**src/ansi_escape_terminal_engine_assert.svh**
```systemverilog
// assertion macros for the terminal escape engine
`ifndef ANSI_ESCAPE_TERMINAL_ENGINE_ASSERT_SVH
`define ANSI_ESCAPE_TERMINAL_ENGINE_ASSERT_SVH
`ifndef SYNTHESIS
`define ATE_ASSERT(lbl, prop, msg) \
  lbl: assert property (@(posedge clk) disable iff (rst) prop) else $error(msg);
`define ATE_ASSERT_RST(lbl, prop, msg) \
  lbl: assert property (@(posedge clk) prop) else $error(msg);
`else
`define ATE_ASSERT(lbl, prop, msg)
`define ATE_ASSERT_RST(lbl, prop, msg)
`endif
`endif

```
**src/ate_pkg.sv**
```systemverilog
// shared types, codes and constants of the terminal escape engine
package ate_pkg;

  localparam int MAX_PARAMS = 16;
  localparam int PIW = $clog2(MAX_PARAMS);
  localparam int PARAM_W = 14;
  localparam logic [PARAM_W-1:0] PARAM_SAT = 14'd9999;
  localparam int TDATA_W = 72;

  localparam logic [1:0] CFG_COLUMNS = 2'd0;
  localparam logic [1:0] CFG_ROWS    = 2'd1;
  localparam logic [1:0] CFG_BASE    = 2'd2;
  localparam logic [1:0] CFG_COLOR   = 2'd3;

  localparam int FL_SMALL  = 0;
  localparam int FL_NOWRAP = 1;
  localparam int FL_HIDE   = 2;
  localparam int FL_BRIGHT = 3;
  localparam int FL_DIM    = 4;
  localparam int FL_PASS   = 5;

  localparam logic [7:0] CH_BEL    = 8'h07;
  localparam logic [7:0] CH_BS     = 8'h08;
  localparam logic [7:0] CH_HT     = 8'h09;
  localparam logic [7:0] CH_LF     = 8'h0A;
  localparam logic [7:0] CH_VT     = 8'h0B;
  localparam logic [7:0] CH_FF     = 8'h0C;
  localparam logic [7:0] CH_CR     = 8'h0D;
  localparam logic [7:0] CH_ESC    = 8'h1B;
  localparam logic [7:0] CH_SPACE  = 8'h20;
  localparam logic [7:0] CH_DEL_UP = 8'h80;
  localparam logic [7:0] CH_CSI    = 8'h9B;
  localparam logic [7:0] CH_NINE   = 8'h39;
  localparam logic [7:0] CH_SEMI   = 8'h3B;
  localparam logic [7:0] CH_QUEST  = 8'h3F;
  localparam logic [7:0] CH_LPAREN = 8'h28;
  localparam logic [7:0] CH_RPAREN = 8'h29;
  localparam logic [7:0] CH_SEVEN  = 8'h37;
  localparam logic [7:0] CH_EIGHT  = 8'h38;
  localparam logic [7:0] CH_LBRACK = 8'h5B;
  localparam logic [7:0] CH_UC_A   = 8'h41;
  localparam logic [7:0] CH_UC_B   = 8'h42;
  localparam logic [7:0] CH_UC_C   = 8'h43;
  localparam logic [7:0] CH_UC_D   = 8'h44;
  localparam logic [7:0] CH_UC_E   = 8'h45;
  localparam logic [7:0] CH_UC_H   = 8'h48;
  localparam logic [7:0] CH_UC_J   = 8'h4A;
  localparam logic [7:0] CH_UC_K   = 8'h4B;
  localparam logic [7:0] CH_UC_M   = 8'h4D;
  localparam logic [7:0] CH_LC_C   = 8'h63;
  localparam logic [7:0] CH_LC_F   = 8'h66;
  localparam logic [7:0] CH_LC_H   = 8'h68;
  localparam logic [7:0] CH_LC_L   = 8'h6C;
  localparam logic [7:0] CH_LC_M   = 8'h6D;
  localparam logic [7:0] CH_LC_S   = 8'h73;
  localparam logic [7:0] CH_LC_U   = 8'h75;

  localparam logic [PARAM_W-1:0] MODE_COLUMN = 14'd3;
  localparam logic [PARAM_W-1:0] MODE_WRAP   = 14'd7;
  localparam logic [PARAM_W-1:0] MODE_CURSOR = 14'd25;

  typedef enum logic [1:0] {
    PM_NORMAL,
    PM_ESC,
    PM_CSI
  } parser_mode_t;

  typedef enum logic [2:0] {
    CMD_WRITE,
    CMD_CLEAR,
    CMD_SCROLL_UP,
    CMD_SCROLL_DOWN,
    CMD_BELL,
    CMD_FONT,
    CMD_COLUMN
  } command_t;

  typedef enum logic [2:0] {
    ST_IDLE,
    ST_DECIDE,
    ST_SGR,
    ST_MUL,
    ST_ADD,
    ST_SEND
  } ctrl_state_t;

  typedef struct packed {
    logic       exec;
    logic       sgr_step;
    logic       mul;
    logic       add;
    logic [1:0] job;
    logic       send_idx;
  } ctl_t;

  typedef struct packed {
    logic [1:0] nres;
    logic       sgr;
    logic       sgr_last;
  } sts_t;

  typedef struct packed {
    command_t   cmd;
    logic [7:0] color;
    logic [7:0] chr;
    logic       font;
    logic       wide;
    logic       zaddr;
    logic       swap;
    logic [7:0] sx;
    logic [7:0] sy;
    logic [7:0] ex;
    logic [7:0] ey;
  } slot_t;

  function automatic slot_t mk_slot(command_t c, logic [7:0] color, logic [7:0] chr,
                                    logic font, logic wide, logic zaddr,
                                    logic [7:0] sx, logic [7:0] sy,
                                    logic [7:0] ex, logic [7:0] ey);
    slot_t s;
    s.cmd = c;
    s.color = color;
    s.chr = chr;
    s.font = font;
    s.wide = wide;
    s.zaddr = zaddr;
    s.swap = (c == CMD_CLEAR);
    s.sx = sx;
    s.sy = sy;
    s.ex = ex;
    s.ey = ey;
    return s;
  endfunction

endpackage

```
**src/ate_ctrl.sv**
```systemverilog
// controller state machine sequencing parse, attribute walk, address and output phases
`include "ansi_escape_terminal_engine_assert.svh"
module ate_ctrl (
  input  logic          clk,
  input  logic          rst,
  input  logic          in_valid,
  output logic          in_ready,
  output logic          out_valid,
  input  logic          out_ready,
  output logic          out_last,
  input  ate_pkg::sts_t sts,
  output ate_pkg::ctl_t ctl
);

  ate_pkg::ctrl_state_t state, state_next;
  logic [1:0] job, job_next;
  logic       send_idx, send_idx_next;

  always_ff @(posedge clk) begin
    if (rst) begin
      state <= ate_pkg::ST_IDLE;
      job <= '0;
      send_idx <= 1'b0;
    end else begin
      state <= state_next;
      job <= job_next;
      send_idx <= send_idx_next;
    end
  end

  always_comb begin
    state_next = state;
    job_next = job;
    send_idx_next = send_idx;
    in_ready = 1'b0;
    out_valid = 1'b0;
    out_last = (send_idx == (sts.nres[1] ? 1'b1 : 1'b0));
    ctl = '0;
    ctl.job = job;
    ctl.send_idx = send_idx;
    unique case (state)
      ate_pkg::ST_IDLE: begin
        in_ready = 1'b1;
        if (in_valid) begin
          ctl.exec = 1'b1;
          state_next = ate_pkg::ST_DECIDE;
        end
      end
      ate_pkg::ST_DECIDE: begin
        job_next = '0;
        send_idx_next = 1'b0;
        if (sts.sgr) state_next = ate_pkg::ST_SGR;
        else if (sts.nres != 2'd0) state_next = ate_pkg::ST_MUL;
        else state_next = ate_pkg::ST_IDLE;
      end
      ate_pkg::ST_SGR: begin
        ctl.sgr_step = 1'b1;
        if (sts.sgr_last) state_next = ate_pkg::ST_IDLE;
      end
      ate_pkg::ST_MUL: begin
        ctl.mul = 1'b1;
        state_next = ate_pkg::ST_ADD;
      end
      ate_pkg::ST_ADD: begin
        ctl.add = 1'b1;
        if (job == {sts.nres[1], 1'b1}) state_next = ate_pkg::ST_SEND;
        else begin
          job_next = job + 2'd1;
          state_next = ate_pkg::ST_MUL;
        end
      end
      ate_pkg::ST_SEND: begin
        out_valid = 1'b1;
        if (out_ready) begin
          if (out_last) state_next = ate_pkg::ST_IDLE;
          else send_idx_next = 1'b1;
        end
      end
      default: state_next = ate_pkg::ST_IDLE;
    endcase
  end

  `ATE_ASSERT_RST(a_reset_idle, rst |=> (state == ate_pkg::ST_IDLE), "not idle after reset")
  `ATE_ASSERT(a_sides_apart, !(in_ready && out_valid), "input taken while result shown")
  `ATE_ASSERT(a_send_has_result, (state == ate_pkg::ST_SEND) |-> (sts.nres != 2'd0), "send with no result")
  `ATE_ASSERT(a_last_ends, (out_valid && out_ready && out_last) |=> (state == ate_pkg::ST_IDLE), "last transfer did not end item")

endmodule

```
**src/ate_dp.sv**
```systemverilog
// datapath: parser state, cursor, attributes, parameters, address unit and result slots
module ate_dp (
  input  logic          clk,
  input  logic          rst,
  input  logic [7:0]    in_byte,
  input  logic          cfg_we,
  input  logic [1:0]    cfg_index,
  input  logic [15:0]   cfg_data,
  input  ate_pkg::ctl_t ctl,
  output ate_pkg::sts_t sts,
  output logic [2:0]    command,
  output logic [15:0]   range_start,
  output logic [15:0]   range_end,
  output logic [7:0]    cell_color,
  output logic [7:0]    cell_char,
  output logic          small_font,
  output logic          wide_columns,
  output logic [7:0]    cursor_x,
  output logic [7:0]    cursor_y,
  output logic          cursor_hidden
);

  localparam int PIW = ate_pkg::PIW;
  localparam int PW = ate_pkg::PARAM_W;

  logic [7:0]  cols, defc;
  logic [6:0]  rows;
  logic [15:0] base;
  ate_pkg::parser_mode_t pmode;
  logic [7:0]  col, row, scol, srow, color, inter;
  logic        wrap, swrap;
  logic [5:0]  flags;
  logic [PW-1:0] params [ate_pkg::MAX_PARAMS];
  logic [PIW-1:0] pcount, sgr_i, sgr_n;
  logic        sgr_pend;
  logic [1:0]  nres;
  ate_pkg::slot_t slots [2];
  logic [15:0] addr_s [2];
  logic [15:0] addr_e [2];
  logic [15:0] prod;

  logic [7:0] nc, ncm1, nrm1, nr;
  assign nc = (cols == 8'd0) ? 8'd1 : cols;
  assign nr = (rows == 7'd0) ? 8'd1 : {1'b0, rows};
  assign ncm1 = nc - 8'd1;
  assign nrm1 = nr - 8'd1;

  // config write with cursor clamp
  logic [7:0] c_cols, c_nc, c_nr, c_col, c_row;
  logic [6:0] c_rows;
  logic       c_wrap;
  always_comb begin
    c_cols = (cfg_index == ate_pkg::CFG_COLUMNS) ? cfg_data[7:0] : cols;
    c_rows = (cfg_index == ate_pkg::CFG_ROWS) ? cfg_data[6:0] : rows;
    c_nc = (c_cols == 8'd0) ? 8'd1 : c_cols;
    c_nr = (c_rows == 7'd0) ? 8'd1 : {1'b0, c_rows};
    c_col = col;
    c_row = row;
    c_wrap = wrap;
    if (col >= c_nc) begin
      c_col = c_nc - 8'd1;
      c_wrap = 1'b0;
    end
    if (row >= c_nr) c_row = c_nr - 8'd1;
  end

  // parameter read port
  logic [PIW-1:0] rd_idx, pidx;
  logic [PW-1:0]  rd;
  assign pidx = (pcount == '0) ? '0 : pcount - PIW'(1);
  assign rd_idx = ctl.sgr_step ? sgr_i : pidx;
  assign rd = params[rd_idx];

  // byte handling
  ate_pkg::parser_mode_t pm_n;
  logic [7:0] cx, cy, sc_n, sr_n, clr_n, ib_n;
  logic       wr_n, sw_n, pclr, pwe, sgr_go;
  logic [5:0] fl_n;
  logic [PIW-1:0] pc_n;
  logic [PW-1:0]  pval;
  logic [1:0] ne;
  ate_pkg::slot_t es [2];

  always_comb begin
    logic [7:0]  b, code;
    logic        do_ctl, ok;
    logic [8:0]  x, y;
    logic [9:0]  x8;
    logic [17:0] dv;
    logic [PIW:0] pinc;
    logic [PW-1:0] nz, num, v0, v1;
    logic [14:0] sum;
    b = in_byte;
    code = b;
    do_ctl = 1'b0;
    ok = 1'b1;
    x = '0;
    y = '0;
    x8 = '0;
    dv = '0;
    pinc = '0;
    sum = '0;
    nz = params[0];
    num = (nz == '0) ? PW'(1) : nz;
    v0 = (params[0] == '0) ? PW'(1) : params[0];
    v1 = (params[1] == '0) ? PW'(1) : params[1];
    pm_n = pmode;
    cx = col;
    cy = row;
    wr_n = wrap;
    sc_n = scol;
    sr_n = srow;
    sw_n = swrap;
    clr_n = color;
    fl_n = flags;
    ib_n = inter;
    pc_n = pcount;
    pclr = 1'b0;
    pwe = 1'b0;
    pval = '0;
    sgr_go = 1'b0;
    ne = 2'd0;
    es[0] = '0;
    es[1] = '0;
    if (b == ate_pkg::CH_ESC || b == ate_pkg::CH_CSI) begin
      pm_n = (b == ate_pkg::CH_ESC) ? ate_pkg::PM_ESC : ate_pkg::PM_CSI;
      ib_n = '0;
      pc_n = '0;
      pclr = 1'b1;
    end else begin
      case (pmode)
        ate_pkg::PM_NORMAL: begin
          if ((b < ate_pkg::CH_SPACE || b >= ate_pkg::CH_DEL_UP) && !flags[ate_pkg::FL_PASS])
            do_ctl = 1'b1;
          else begin
            if (wr_n) begin
              cx = '0;
              if ({1'b0, cy} + 9'd1 >= {1'b0, nr}) begin
                es[ne[0]] = ate_pkg::mk_slot(ate_pkg::CMD_SCROLL_UP, clr_n, ate_pkg::CH_SPACE,
                                             1'b0, 1'b0, 1'b0, 8'd0, 8'd0, ncm1, nrm1);
                ne = ne + 2'd1;
                cy = nrm1;
              end else cy = cy + 8'd1;
              wr_n = 1'b0;
            end
            es[ne[0]] = ate_pkg::mk_slot(ate_pkg::CMD_WRITE, clr_n, b, 1'b0, 1'b0, 1'b0,
                                         cx, cy, cx, cy);
            ne = ne + 2'd1;
            if ({1'b0, cx} + 9'd1 < {1'b0, nc}) cx = cx + 8'd1;
            else begin
              cx = ncm1;
              wr_n = !flags[ate_pkg::FL_NOWRAP];
            end
          end
        end
        ate_pkg::PM_ESC: begin
          pm_n = ate_pkg::PM_NORMAL;
          case (b)
            ate_pkg::CH_LC_C: begin
              fl_n = '0;
              clr_n = defc;
              es[0] = ate_pkg::mk_slot(ate_pkg::CMD_FONT, defc, ate_pkg::CH_SPACE, 1'b0, 1'b0,
                                       1'b1, 8'd0, 8'd0, 8'd0, 8'd0);
              es[1] = ate_pkg::mk_slot(ate_pkg::CMD_CLEAR, defc, ate_pkg::CH_SPACE, 1'b0, 1'b0,
                                       1'b0, 8'd0, 8'd0, ncm1, nrm1);
              ne = 2'd2;
              cx = '0;
              cy = '0;
              wr_n = 1'b0;
            end
            ate_pkg::CH_SEVEN: begin
              sc_n = cx;
              sr_n = cy;
              sw_n = wr_n;
            end
            ate_pkg::CH_EIGHT: begin
              cx = scol;
              cy = srow;
              wr_n = swrap;
            end
            ate_pkg::CH_LPAREN, ate_pkg::CH_RPAREN: begin
              fl_n[ate_pkg::FL_SMALL] = (b == ate_pkg::CH_RPAREN);
              clr_n = defc;
              es[0] = ate_pkg::mk_slot(ate_pkg::CMD_FONT, defc, ate_pkg::CH_SPACE,
                                       (b == ate_pkg::CH_RPAREN), 1'b0, 1'b1,
                                       8'd0, 8'd0, 8'd0, 8'd0);
              ne = 2'd1;
            end
            ate_pkg::CH_LBRACK: begin
              pm_n = ate_pkg::PM_CSI;
              ib_n = '0;
              pc_n = '0;
              pclr = 1'b1;
            end
            ate_pkg::CH_UC_D: begin
              do_ctl = 1'b1;
              code = ate_pkg::CH_LF;
            end
            ate_pkg::CH_UC_M: begin
              do_ctl = 1'b1;
              code = ate_pkg::CH_VT;
            end
            ate_pkg::CH_UC_E: begin
              wr_n = 1'b0;
              cx = '0;
              if ({1'b0, cy} + 9'd1 >= {1'b0, nr}) begin
                cy = nrm1;
                es[0] = ate_pkg::mk_slot(ate_pkg::CMD_SCROLL_UP, clr_n, ate_pkg::CH_SPACE,
                                         1'b0, 1'b0, 1'b0, 8'd0, 8'd0, ncm1, nrm1);
                ne = 2'd1;
              end else cy = cy + 8'd1;
            end
            default: ;
          endcase
        end
        ate_pkg::PM_CSI: begin
          if (b[7:4] == 4'h2) ib_n = b;
          else if (b[7:4] == 4'h3) begin
            if (b <= ate_pkg::CH_NINE) begin
              if (pcount == '0) pc_n = PIW'(1);
              dv = {1'b0, rd, 3'b0} + {3'b0, rd, 1'b0} + {14'b0, b[3:0]};
              pval = (dv > {4'b0, ate_pkg::PARAM_SAT}) ? ate_pkg::PARAM_SAT : dv[PW-1:0];
              pwe = 1'b1;
            end else if (b == ate_pkg::CH_SEMI) begin
              pinc = (pcount == '0) ? (PIW+1)'(2) : {1'b0, pcount} + (PIW+1)'(1);
              if (pinc >= (PIW+1)'(ate_pkg::MAX_PARAMS))
                pc_n = PIW'(ate_pkg::MAX_PARAMS - 1);
              else pc_n = pinc[PIW-1:0];
            end else if (b == ate_pkg::CH_QUEST) ib_n = b;
          end else if (b[7:4] >= 4'h4) begin
            pm_n = ate_pkg::PM_NORMAL;
            case (b)
              ate_pkg::CH_LC_F, ate_pkg::CH_UC_H: begin
                cy = (v0 > {6'b0, nr}) ? nrm1 : 8'(v0 - PW'(1));
                cx = (v1 > {6'b0, nc}) ? ncm1 : 8'(v1 - PW'(1));
                wr_n = 1'b0;
              end
              ate_pkg::CH_LC_H, ate_pkg::CH_LC_L: begin
                if (inter == ate_pkg::CH_QUEST) begin
                  if (num == ate_pkg::MODE_COLUMN) begin
                    clr_n = defc;
                    cx = '0;
                    cy = '0;
                    wr_n = 1'b0;
                    es[0] = ate_pkg::mk_slot(ate_pkg::CMD_COLUMN, defc, ate_pkg::CH_SPACE,
                                             1'b0, (b == ate_pkg::CH_LC_H), 1'b1,
                                             8'd0, 8'd0, 8'd0, 8'd0);
                    ne = 2'd1;
                  end else if (num == ate_pkg::MODE_WRAP) begin
                    if (b == ate_pkg::CH_LC_L) fl_n[ate_pkg::FL_NOWRAP] = 1'b1;
                    else begin
                      fl_n[ate_pkg::FL_NOWRAP] = 1'b0;
                      if (cx >= ncm1) wr_n = 1'b1;
                    end
                  end else if (num == ate_pkg::MODE_CURSOR) begin
                    fl_n[ate_pkg::FL_HIDE] = (b == ate_pkg::CH_LC_L);
                  end
                end
              end
              ate_pkg::CH_LC_S: begin
                sc_n = cx;
                sr_n = cy;
                sw_n = wr_n;
              end
              ate_pkg::CH_LC_U: begin
                cx = scol;
                cy = srow;
                wr_n = swrap;
              end
              ate_pkg::CH_UC_A: begin
                cy = (num > {6'b0, cy}) ? 8'd0 : cy - num[7:0];
                wr_n = 1'b0;
              end
              ate_pkg::CH_UC_B: begin
                sum = {7'b0, cy} + {1'b0, num};
                cy = (sum >= {7'b0, nr}) ? nrm1 : sum[7:0];
                wr_n = 1'b0;
              end
              ate_pkg::CH_UC_C: begin
                sum = {7'b0, cx} + {1'b0, num};
                cx = (sum >= {7'b0, nc}) ? ncm1 : sum[7:0];
                wr_n = 1'b0;
              end
              ate_pkg::CH_UC_D: begin
                cx = (num > {6'b0, cx}) ? 8'd0 : cx - num[7:0];
                wr_n = 1'b0;
              end
              ate_pkg::CH_UC_K: begin
                if (nz == PW'(0)) begin
                  es[0] = ate_pkg::mk_slot(ate_pkg::CMD_CLEAR, clr_n, ate_pkg::CH_SPACE, 1'b0,
                                           1'b0, 1'b0, cx, cy, ncm1, cy);
                  ne = 2'd1;
                end else if (nz == PW'(1)) begin
                  es[0] = ate_pkg::mk_slot(ate_pkg::CMD_CLEAR, clr_n, ate_pkg::CH_SPACE, 1'b0,
                                           1'b0, 1'b0, 8'd0, cy, cx, cy);
                  ne = 2'd1;
                end else if (nz == PW'(2)) begin
                  es[0] = ate_pkg::mk_slot(ate_pkg::CMD_CLEAR, clr_n, ate_pkg::CH_SPACE, 1'b0,
                                           1'b0, 1'b0, 8'd0, cy, ncm1, cy);
                  ne = 2'd1;
                end
              end
              ate_pkg::CH_UC_J: begin
                if (nz == PW'(0)) begin
                  es[0] = ate_pkg::mk_slot(ate_pkg::CMD_CLEAR, clr_n, ate_pkg::CH_SPACE, 1'b0,
                                           1'b0, 1'b0, cx, cy, ncm1, nrm1);
                  ne = 2'd1;
                end else if (nz == PW'(1)) begin
                  es[0] = ate_pkg::mk_slot(ate_pkg::CMD_CLEAR, clr_n, ate_pkg::CH_SPACE, 1'b0,
                                           1'b0, 1'b0, 8'd0, 8'd0, cx, cy);
                  ne = 2'd1;
                end else if (nz == PW'(2)) begin
                  es[0] = ate_pkg::mk_slot(ate_pkg::CMD_CLEAR, clr_n, ate_pkg::CH_SPACE, 1'b0,
                                           1'b0, 1'b0, 8'd0, 8'd0, ncm1, nrm1);
                  ne = 2'd1;
                  cx = '0;
                  cy = '0;
                  wr_n = 1'b0;
                end
              end
              ate_pkg::CH_LC_M: sgr_go = 1'b1;
              default: ;
            endcase
          end else pm_n = ate_pkg::PM_NORMAL;
        end
        default: pm_n = ate_pkg::PM_NORMAL;
      endcase
    end

    if (do_ctl) begin
      x = {1'b0, cx};
      y = {1'b0, cy};
      case (code)
        ate_pkg::CH_BEL: begin
          es[0] = ate_pkg::mk_slot(ate_pkg::CMD_BELL, 8'd0, 8'd0, 1'b0, 1'b0, 1'b1,
                                   8'd0, 8'd0, 8'd0, 8'd0);
          ne = 2'd1;
          ok = 1'b0;
        end
        ate_pkg::CH_BS: if (x != 9'd0) x = x - 9'd1;
        ate_pkg::CH_HT: begin
          x = {x[8:3], 3'b0} + 9'd8;
          x8 = {1'b0, x} + 10'd8;
          if (x8 > {2'b0, nc}) begin
            x = '0;
            y = y + 9'd1;
          end
        end
        ate_pkg::CH_LF: y = y + 9'd1;
        ate_pkg::CH_VT: begin
          if (y == 9'd0) begin
            es[0] = ate_pkg::mk_slot(ate_pkg::CMD_SCROLL_DOWN, clr_n, ate_pkg::CH_SPACE, 1'b0,
                                     1'b0, 1'b0, 8'd0, 8'd0, ncm1, nrm1);
            ne = 2'd1;
          end else y = y - 9'd1;
        end
        ate_pkg::CH_FF: begin
          es[0] = ate_pkg::mk_slot(ate_pkg::CMD_CLEAR, clr_n, ate_pkg::CH_SPACE, 1'b0,
                                   1'b0, 1'b0, 8'd0, 8'd0, ncm1, nrm1);
          ne = 2'd1;
          x = '0;
          y = '0;
        end
        ate_pkg::CH_CR: x = '0;
        default: ok = 1'b0;
      endcase
      if (ok) begin
        if (y >= {1'b0, nr}) begin
          y = {1'b0, nrm1};
          es[0] = ate_pkg::mk_slot(ate_pkg::CMD_SCROLL_UP, clr_n, ate_pkg::CH_SPACE, 1'b0,
                                   1'b0, 1'b0, 8'd0, 8'd0, ncm1, nrm1);
          ne = 2'd1;
        end
        cx = x[7:0];
        cy = y[7:0];
        wr_n = 1'b0;
      end
    end

    if (cx >= nc) begin
      cx = ncm1;
      wr_n = 1'b0;
    end
    if (cy >= nr) cy = nrm1;
  end

  // one attribute code per step
  logic [7:0] sg_color;
  logic [5:0] sg_flags;
  always_comb begin
    logic [PW-1:0] a;
    logic [3:0] c;
    logic in30, in40, in90, in100, fg, bg;
    a = rd;
    in30 = (a >= PW'(30)) && (a <= PW'(37));
    in40 = (a >= PW'(40)) && (a <= PW'(47));
    in90 = (a >= PW'(90)) && (a <= PW'(97));
    in100 = (a >= PW'(100)) && (a <= PW'(107));
    fg = in30 || in90 || (a == PW'(39));
    bg = in40 || in100 || (a == PW'(49));
    c = '0;
    if (a == PW'(39)) c = defc[3:0];
    else if (a == PW'(49)) c = defc[7:4];
    else if (in30) c = 4'(a - PW'(30));
    else if (in40) c = 4'(a - PW'(40));
    else if (in90) c = 4'(a - PW'(90));
    else if (in100) c = 4'(a - PW'(100));
    if (!c[3]) begin
      if (in90 || in100 || flags[ate_pkg::FL_BRIGHT]) c[3] = 1'b1;
    end
    if (c[3] && flags[ate_pkg::FL_DIM]) c[3] = 1'b0;
    sg_color = color;
    sg_flags = flags;
    if (a == PW'(0)) begin
      sg_flags[ate_pkg::FL_BRIGHT] = 1'b0;
      sg_flags[ate_pkg::FL_DIM] = 1'b0;
      sg_flags[ate_pkg::FL_PASS] = 1'b0;
      sg_color = defc;
    end else if (a == PW'(1)) begin
      sg_color[3] = 1'b1;
      sg_flags[ate_pkg::FL_DIM] = 1'b0;
      sg_flags[ate_pkg::FL_BRIGHT] = 1'b1;
    end else if (a == PW'(2)) begin
      sg_color[3] = 1'b0;
      sg_flags[ate_pkg::FL_BRIGHT] = 1'b0;
      sg_flags[ate_pkg::FL_DIM] = 1'b1;
    end else if (a == PW'(7)) sg_color = {color[3:0], color[7:4]};
    else if (a == PW'(8)) sg_flags[ate_pkg::FL_PASS] = 1'b1;
    else if (fg) sg_color[3:0] = c;
    else if (bg) sg_color[7:4] = c;
  end

  // address unit: base + y * columns + x over two steps
  ate_pkg::slot_t jsl;
  logic [7:0] jx, jy;
  logic [15:0] jaddr;
  assign jsl = slots[ctl.job[1]];
  assign jx = ctl.job[0] ? jsl.ex : jsl.sx;
  assign jy = ctl.job[0] ? jsl.ey : jsl.sy;
  assign jaddr = base + prod + {8'b0, jx};

  always_ff @(posedge clk) begin
    if (rst) begin
      cols <= 8'd80;
      rows <= 7'd30;
      base <= '0;
      defc <= 8'd2;
      pmode <= ate_pkg::PM_NORMAL;
      col <= '0;
      row <= '0;
      wrap <= 1'b0;
      scol <= '0;
      srow <= '0;
      swrap <= 1'b0;
      color <= 8'd2;
      flags <= '0;
      pcount <= '0;
      inter <= '0;
      nres <= '0;
      sgr_pend <= 1'b0;
      sgr_i <= '0;
      sgr_n <= '0;
      for (int i = 0; i < ate_pkg::MAX_PARAMS; i++) params[i] <= '0;
    end else if (cfg_we) begin
      unique case (cfg_index)
        ate_pkg::CFG_COLUMNS: cols <= cfg_data[7:0];
        ate_pkg::CFG_ROWS:    rows <= cfg_data[6:0];
        ate_pkg::CFG_BASE:    base <= cfg_data;
        ate_pkg::CFG_COLOR:   defc <= cfg_data[7:0];
      endcase
      col <= c_col;
      row <= c_row;
      wrap <= c_wrap;
    end else if (ctl.exec) begin
      pmode <= pm_n;
      col <= cx;
      row <= cy;
      wrap <= wr_n;
      scol <= sc_n;
      srow <= sr_n;
      swrap <= sw_n;
      color <= clr_n;
      flags <= fl_n;
      inter <= ib_n;
      pcount <= pc_n;
      nres <= ne;
      sgr_pend <= sgr_go;
      sgr_i <= '0;
      sgr_n <= (pcount == '0) ? PIW'(1) : pcount;
      if (pclr) begin
        for (int i = 0; i < ate_pkg::MAX_PARAMS; i++) params[i] <= '0;
      end else if (pwe) params[pidx] <= pval;
    end else if (ctl.sgr_step) begin
      color <= sg_color;
      flags <= sg_flags;
      sgr_i <= sgr_i + PIW'(1);
    end
  end

  always_ff @(posedge clk) begin
    if (ctl.exec) begin
      slots[0] <= es[0];
      slots[1] <= es[1];
    end
    if (ctl.mul) prod <= {8'b0, jy} * {8'b0, nc};
    if (ctl.add) begin
      if (ctl.job[0]) addr_e[ctl.job[1]] <= jaddr;
      else addr_s[ctl.job[1]] <= jaddr;
    end
  end

  assign sts.nres = nres;
  assign sts.sgr = sgr_pend;
  assign sts.sgr_last = (sgr_i == sgr_n - PIW'(1));

  ate_pkg::slot_t osl;
  logic [15:0] os, oe;
  logic        oswap;
  assign osl = slots[ctl.send_idx];
  assign os = addr_s[ctl.send_idx];
  assign oe = addr_e[ctl.send_idx];
  assign oswap = osl.swap && (os > oe);
  assign command = osl.cmd;
  assign range_start = osl.zaddr ? 16'd0 : (oswap ? oe : os);
  assign range_end = osl.zaddr ? 16'd0 : (oswap ? os : oe);
  assign cell_color = osl.color;
  assign cell_char = osl.chr;
  assign small_font = osl.font;
  assign wide_columns = osl.wide;
  assign cursor_x = col;
  assign cursor_y = row;
  assign cursor_hidden = flags[ate_pkg::FL_HIDE];

endmodule

```
**src/ansi_escape_terminal_engine.sv**
```systemverilog
// top level of the terminal escape engine: byte stream in, text memory commands out
//
//   channel   dir  data                                          handshake
//   s_*       in   tdata[7:0] in_byte                            tvalid/tready
//   m_*       out  tdata command..cursor_hidden, tlast last      tvalid/tready
//   cfg_*     in   cfg_index register, cfg_data value            cfg_we, no wait
//
// an item with no result ends after decide; a result takes a multiply and an add step
// per address, then a transfer; an attribute sequence steps per parameter (at least one)
// the shared 8x8 address multiplier is used once per address, twice per result
// synchronous reset; no clearing pass, the block takes a byte in the cycle after reset
// a stalled result holds the block; the next byte is taken once all transfers are done
module ansi_escape_terminal_engine (
  input  logic                        clk,
  input  logic                        rst,
  input  logic                        s_tvalid,
  output logic                        s_tready,
  input  logic [7:0]                  s_tdata,  // in_byte
  output logic                        m_tvalid,
  input  logic                        m_tready,
  // command, range_start, range_end, cell_color, cell_char, small_font,
  // wide_columns, cursor_x, cursor_y, cursor_hidden, zero fill
  output logic [ate_pkg::TDATA_W-1:0] m_tdata,
  output logic                        m_tlast,
  input  logic                        cfg_we,
  input  logic [1:0]                  cfg_index,
  input  logic [15:0]                 cfg_data
);

  ate_pkg::ctl_t ctl;
  ate_pkg::sts_t sts;
  logic [2:0]  command;
  logic [15:0] range_start, range_end;
  logic [7:0]  cell_color, cell_char, cursor_x, cursor_y;
  logic        small_font, wide_columns, cursor_hidden;

  ate_ctrl u_ctrl (
    .clk       (clk),
    .rst       (rst),
    .in_valid  (s_tvalid),
    .in_ready  (s_tready),
    .out_valid (m_tvalid),
    .out_ready (m_tready),
    .out_last  (m_tlast),
    .sts       (sts),
    .ctl       (ctl)
  );

  ate_dp u_dp (
    .clk           (clk),
    .rst           (rst),
    .in_byte       (s_tdata),
    .cfg_we        (cfg_we),
    .cfg_index     (cfg_index),
    .cfg_data      (cfg_data),
    .ctl           (ctl),
    .sts           (sts),
    .command       (command),
    .range_start   (range_start),
    .range_end     (range_end),
    .cell_color    (cell_color),
    .cell_char     (cell_char),
    .small_font    (small_font),
    .wide_columns  (wide_columns),
    .cursor_x      (cursor_x),
    .cursor_y      (cursor_y),
    .cursor_hidden (cursor_hidden)
  );

  assign m_tdata = {2'b00, cursor_hidden, cursor_y, cursor_x, wide_columns, small_font,
                    cell_char, cell_color, range_end, range_start, command};

endmodule
```
**config.mk**
```make
export PLATFORM = sky130hd
export DESIGN_NAME = ansi_escape_terminal_engine
export DESIGN_NICKNAME = d
export VERILOG_FILES = /design/src/ate_pkg.sv /design/src/ate_ctrl.sv /design/src/ate_dp.sv /design/src/ansi_escape_terminal_engine.sv
export VERILOG_INCLUDE_DIRS = /design/src /design/src/src
export SDC_FILE = /design/constraint.sdc
export NUM_CORES = 2
export LEC_CHECK = 0
export ABC_AREA = 1
export BUFFER_PORTS_ARGS = -buffer_cell sky130_fd_sc_hd__buf_2
export CORE_MARGIN = 5
export CORE_UTILIZATION = 40
export DETAILED_ROUTE_END_ITERATION = 12
export PLACE_DENSITY = 0.6
export SYNTH_ARGS = -nofsm -noshare
export SYNTH_HDL_FRONTEND = slang
export SYNTH_SLANG_ARGS = --single-unit
```
**constraint.sdc**
```tcl
create_clock -name clk -period 11.4 [get_ports clk]
set_input_delay 1.14 -clock clk [delete_from_list [all_inputs] [get_ports clk]]
set_output_delay 1.14 -clock clk [all_outputs]
set_load 0.005 [all_outputs]
```
==> results_dict.tcl <==
set metrics [dict create \
    status "finished, violations left" \
    violations "max-capacitance violations" \
    worstHoldEndpoint "u_dp.inter[7]" \
    cts_tree "done" \
    cts_hold_buf 0 \
    routedWlPerCell_microns 22.3 \
    grt_overflow 0 \
    final_common_cell "nand2_1" \
    met1_length_microns 60100 \
    route.met3.wl_microns 11900 \
    start_kind "flop" \
    drive_gt1_share_pct 9.92 \
    synthCells 5117 \
    slew_headroom_pct 0.955 \
    die_w_microns 322 \
    cts_root_buffer "clkbuf_16" \
    buffer_ports.inserted 103 \
    die_h_microns 322 \
    whs_ns 0.447 \
    final_cell_count_no_fill 6521 \
    final_area_sq_um 43300 \
    maxUsedRoutingLayer "met5" \
    first_pass_iters 6 \
    place_congestion 1.04 \
    worst_pin_slew_ns 1.47 \
    hold_depth 2 \
    track_usage_pct 27.1 \
    synth_cell_types 75 \
    ff2ff_path_depth 75 \
    fill_cells 9804 \
    final_cell_mix "nand2_1 (1037), nor2_1 (643), inv_1 (538)" \
    yosysSeqAreaShare_pct 37.4 \
    dp_hpwl_microns 109000 \
    post-place-ws_ns 0.343 \
    dpl_cell_area_sq_um 41000 \
    fin_crit_ns 10.34 \
    antenna_left 0 \
    routed_wl_microns 146000 \
    dieArea_sq_um 104000 \
    hold_path.startpoint "u_dp.inter[7]" \
    dp_cells 6389 \
    io_pins 106 \
    numClockSinks 526 \
    register_area_sq_um 14600 \
    reg2reg_slack_ns 1.06 \
    synthFlopType "edfxtp_1" \
    powerDensity_nw_per_um2 140 \
    slew_viol_final 0 \
    initial_core_util_pct 40.3 \
    synth.cell_area_sq_um 39000 \
    grt_pass1_vias 33900 \
    r2r-end "u_dp.cursor_y[4]" \
    max_stage_delay_ns 0.51 \
    yosys.area.top_type "edfxtp_1" \
    insertion_delay_ns 0.71 \
    crit_path_end_kind "flop" \
    multiInputGateArea_sq_um 21300 \
    h-tree-depth 2 \
    synth.ff_latch_count 526 \
    hold_viol 0 \
    route.vias.total 36700 \
    synth.area.top_cells "edfxtp_1 (31%), nand2_1 (10%), ha_1 (8.4%)" \
    finalSetupViolCount 0 \
    fin_crit_sh_pct 90.7 \
    clkTransAtPathRegs_ns 0.06 \
    core_area_sq_um 96700 \
    path_common_cell "nand2_1" \
    rr_startpoint "u_dp.params[0][10]" \
    grt_pass1_wl_microns 215000 \
    clock_skew_ns 0.0834 \
    ir_worst_vdd_uv 125 \
    finalSetupTns_ns 0 \
    worstPathRequired_ns 12.00 \
    ctsLongestPathBuffers 3 \
    ys_async_sr_fraction_pct 0 \
    arrival_ns 10.95 \
    area_growth_pct 11.0 \
    syn_area_per_cell_sq_um 7.62 \
    max_freq_ghz 0.0967 \
    cp_max_fo 9 \
    wl_met2_microns 66300 \
    rows 114 \
    drc 0 \
    grt_max_degree 77 \
    power_leakage_nw 18.5 \
    maxCapViolations 1 \
    cp_slowest_cell "edfxtp_1" \
    worst-setup-path-type "flop to flop" \
    antenna_found_initial 7 \
    drtIter0Drc 4028 \
    fin_ws_ns 1.06 \
    netlist.area_leader.share_pct 31.3 \
    hp-class "flop to flop" \
    yosys_warnings 0 \
    cts_buffers 61 \
    final_nets 5531 \
    vias_per_cell 5.63 \
    synth_edf_count 407 \
]
[report_power, final]
group,switching [W],internal [W]
Sequential,0.0000566,0.00221
Clock,0.000856,0.00118
Combinational,0.00119,0.000566
[layout make-up]
| class | count | area share, % |
|---|---|---|
| clock buffers | 82 | 3.80 |
| multi-input cells | 3766 | 49.2 |
| diodes | 4 | 0.0231 |
| inverters | 613 | 5.33 |
| flip-flops and latches | 526 | 33.7 |
| repair buffers | 220 | 3.22 |
| well taps | 1276 | 3.69 |
| clock inverters | 34 | 0.985 |
[critical path: cells and delay by family, from the launching register on]
family,cells,cell delay [ns]
AO/OA/AOI/OAI,21,3.07
XOR/XNOR,2,0.32
flip-flops,1,0.51
buffers and inverters,11,1.09
adder cells (fa/ha/maj),6,1.44
AND/OR/NAND/NOR,35,3.79
[cells by family after synthesis]
family	Yosys count	synth area share, %
adders and majority gates	312	11.0
AOI/OAI and AO/OA	1019	15.1
and+or+nand+nor	2307	25.3
muxes	18	0.462
buffers and inverters	836	8.39
xor gates and xnor gates	98	2.27
DFF	526	37.4
other	1	0.00961
[routing by layer]
layer  up-vias  GRT usage, %
li1      17500             -
met1     17200          35.7
met2      1660          44.2
met3       331          4.52
met4         6          11.6
met5         -             0
[how the worst max path moves through the flow]
stage          slack, ns               end                from
3_3_place_gp        0.48  u_dp.cursor_y[2]  u_dp.params[0][12]
4_1_cts             0.28  u_dp.cursor_y[2]  u_dp.params[0][13]
3_5_place_dp        0.34  u_dp.cursor_y[2]  u_dp.params[0][13]
2_1_floorplan       1.29  u_dp.cursor_y[2]  u_dp.params[0][12]
6_report            1.06  u_dp.cursor_y[4]  u_dp.params[0][10]
5_1_grt            -0.02  u_dp.cursor_y[2]  u_dp.params[0][13]
[state kept, by name, indices dropped and copies added (netlist names), 16 cells and up, named ones only]
signal,cells
u_dp.params,224
u_dp.addr_s,32
u_dp.addr_e,32
u_dp.slots,103
u_dp.base,16
u_dp.prod,16
[synth_stat cells (all sizes together) (4+ instances only)]
| cell type | count |
|---|---|
| buf | 60 |
| clkinv | 13 |
| nor3b | 4 |
| o221ai | 29 |
| o22ai | 81 |
| fa | 51 |
| a211oi | 26 |
| o21bai | 13 |
| nor3 | 83 |
| a21oi | 344 |
| a41oi | 4 |
| ha | 261 |
| a221oi | 13 |
| nand3 | 366 |
| nor2 | 681 |
| a22oi | 5 |
| mux2i | 18 |
| o31ai | 10 |
| edfxtp | 407 |
| a31oi | 18 |
| a21boi | 10 |
| o21a | 11 |
| dfxtp | 119 |
| o21ai | 383 |
| clkbuf | 163 |
| or2 | 14 |
| xor2 | 73 |
| o32ai | 7 |
| o211ai | 52 |
| nor4 | 12 |
| nand2 | 1081 |
| nand3b | 8 |
| xnor2 | 25 |
| inv | 600 |
| nand4 | 56 |
[per-stage QoR]
step                      util [%]  total power (W)
after detailed placement      42.4          0.00399
after CTS                     44.6          0.00603
after floorplan                  -          0.00344
after global routing          44.8          0.00636
after global placement        42.4          0.00398
final                         44.8          0.00605
[repair_timing]
action / 4_1_cts / 5_1_grt
setup endpoints to repair: 0 / 31
resized for setup: 0 / 26
setup buffers: 0 / 12
Power figures use the tool's default switching activity.
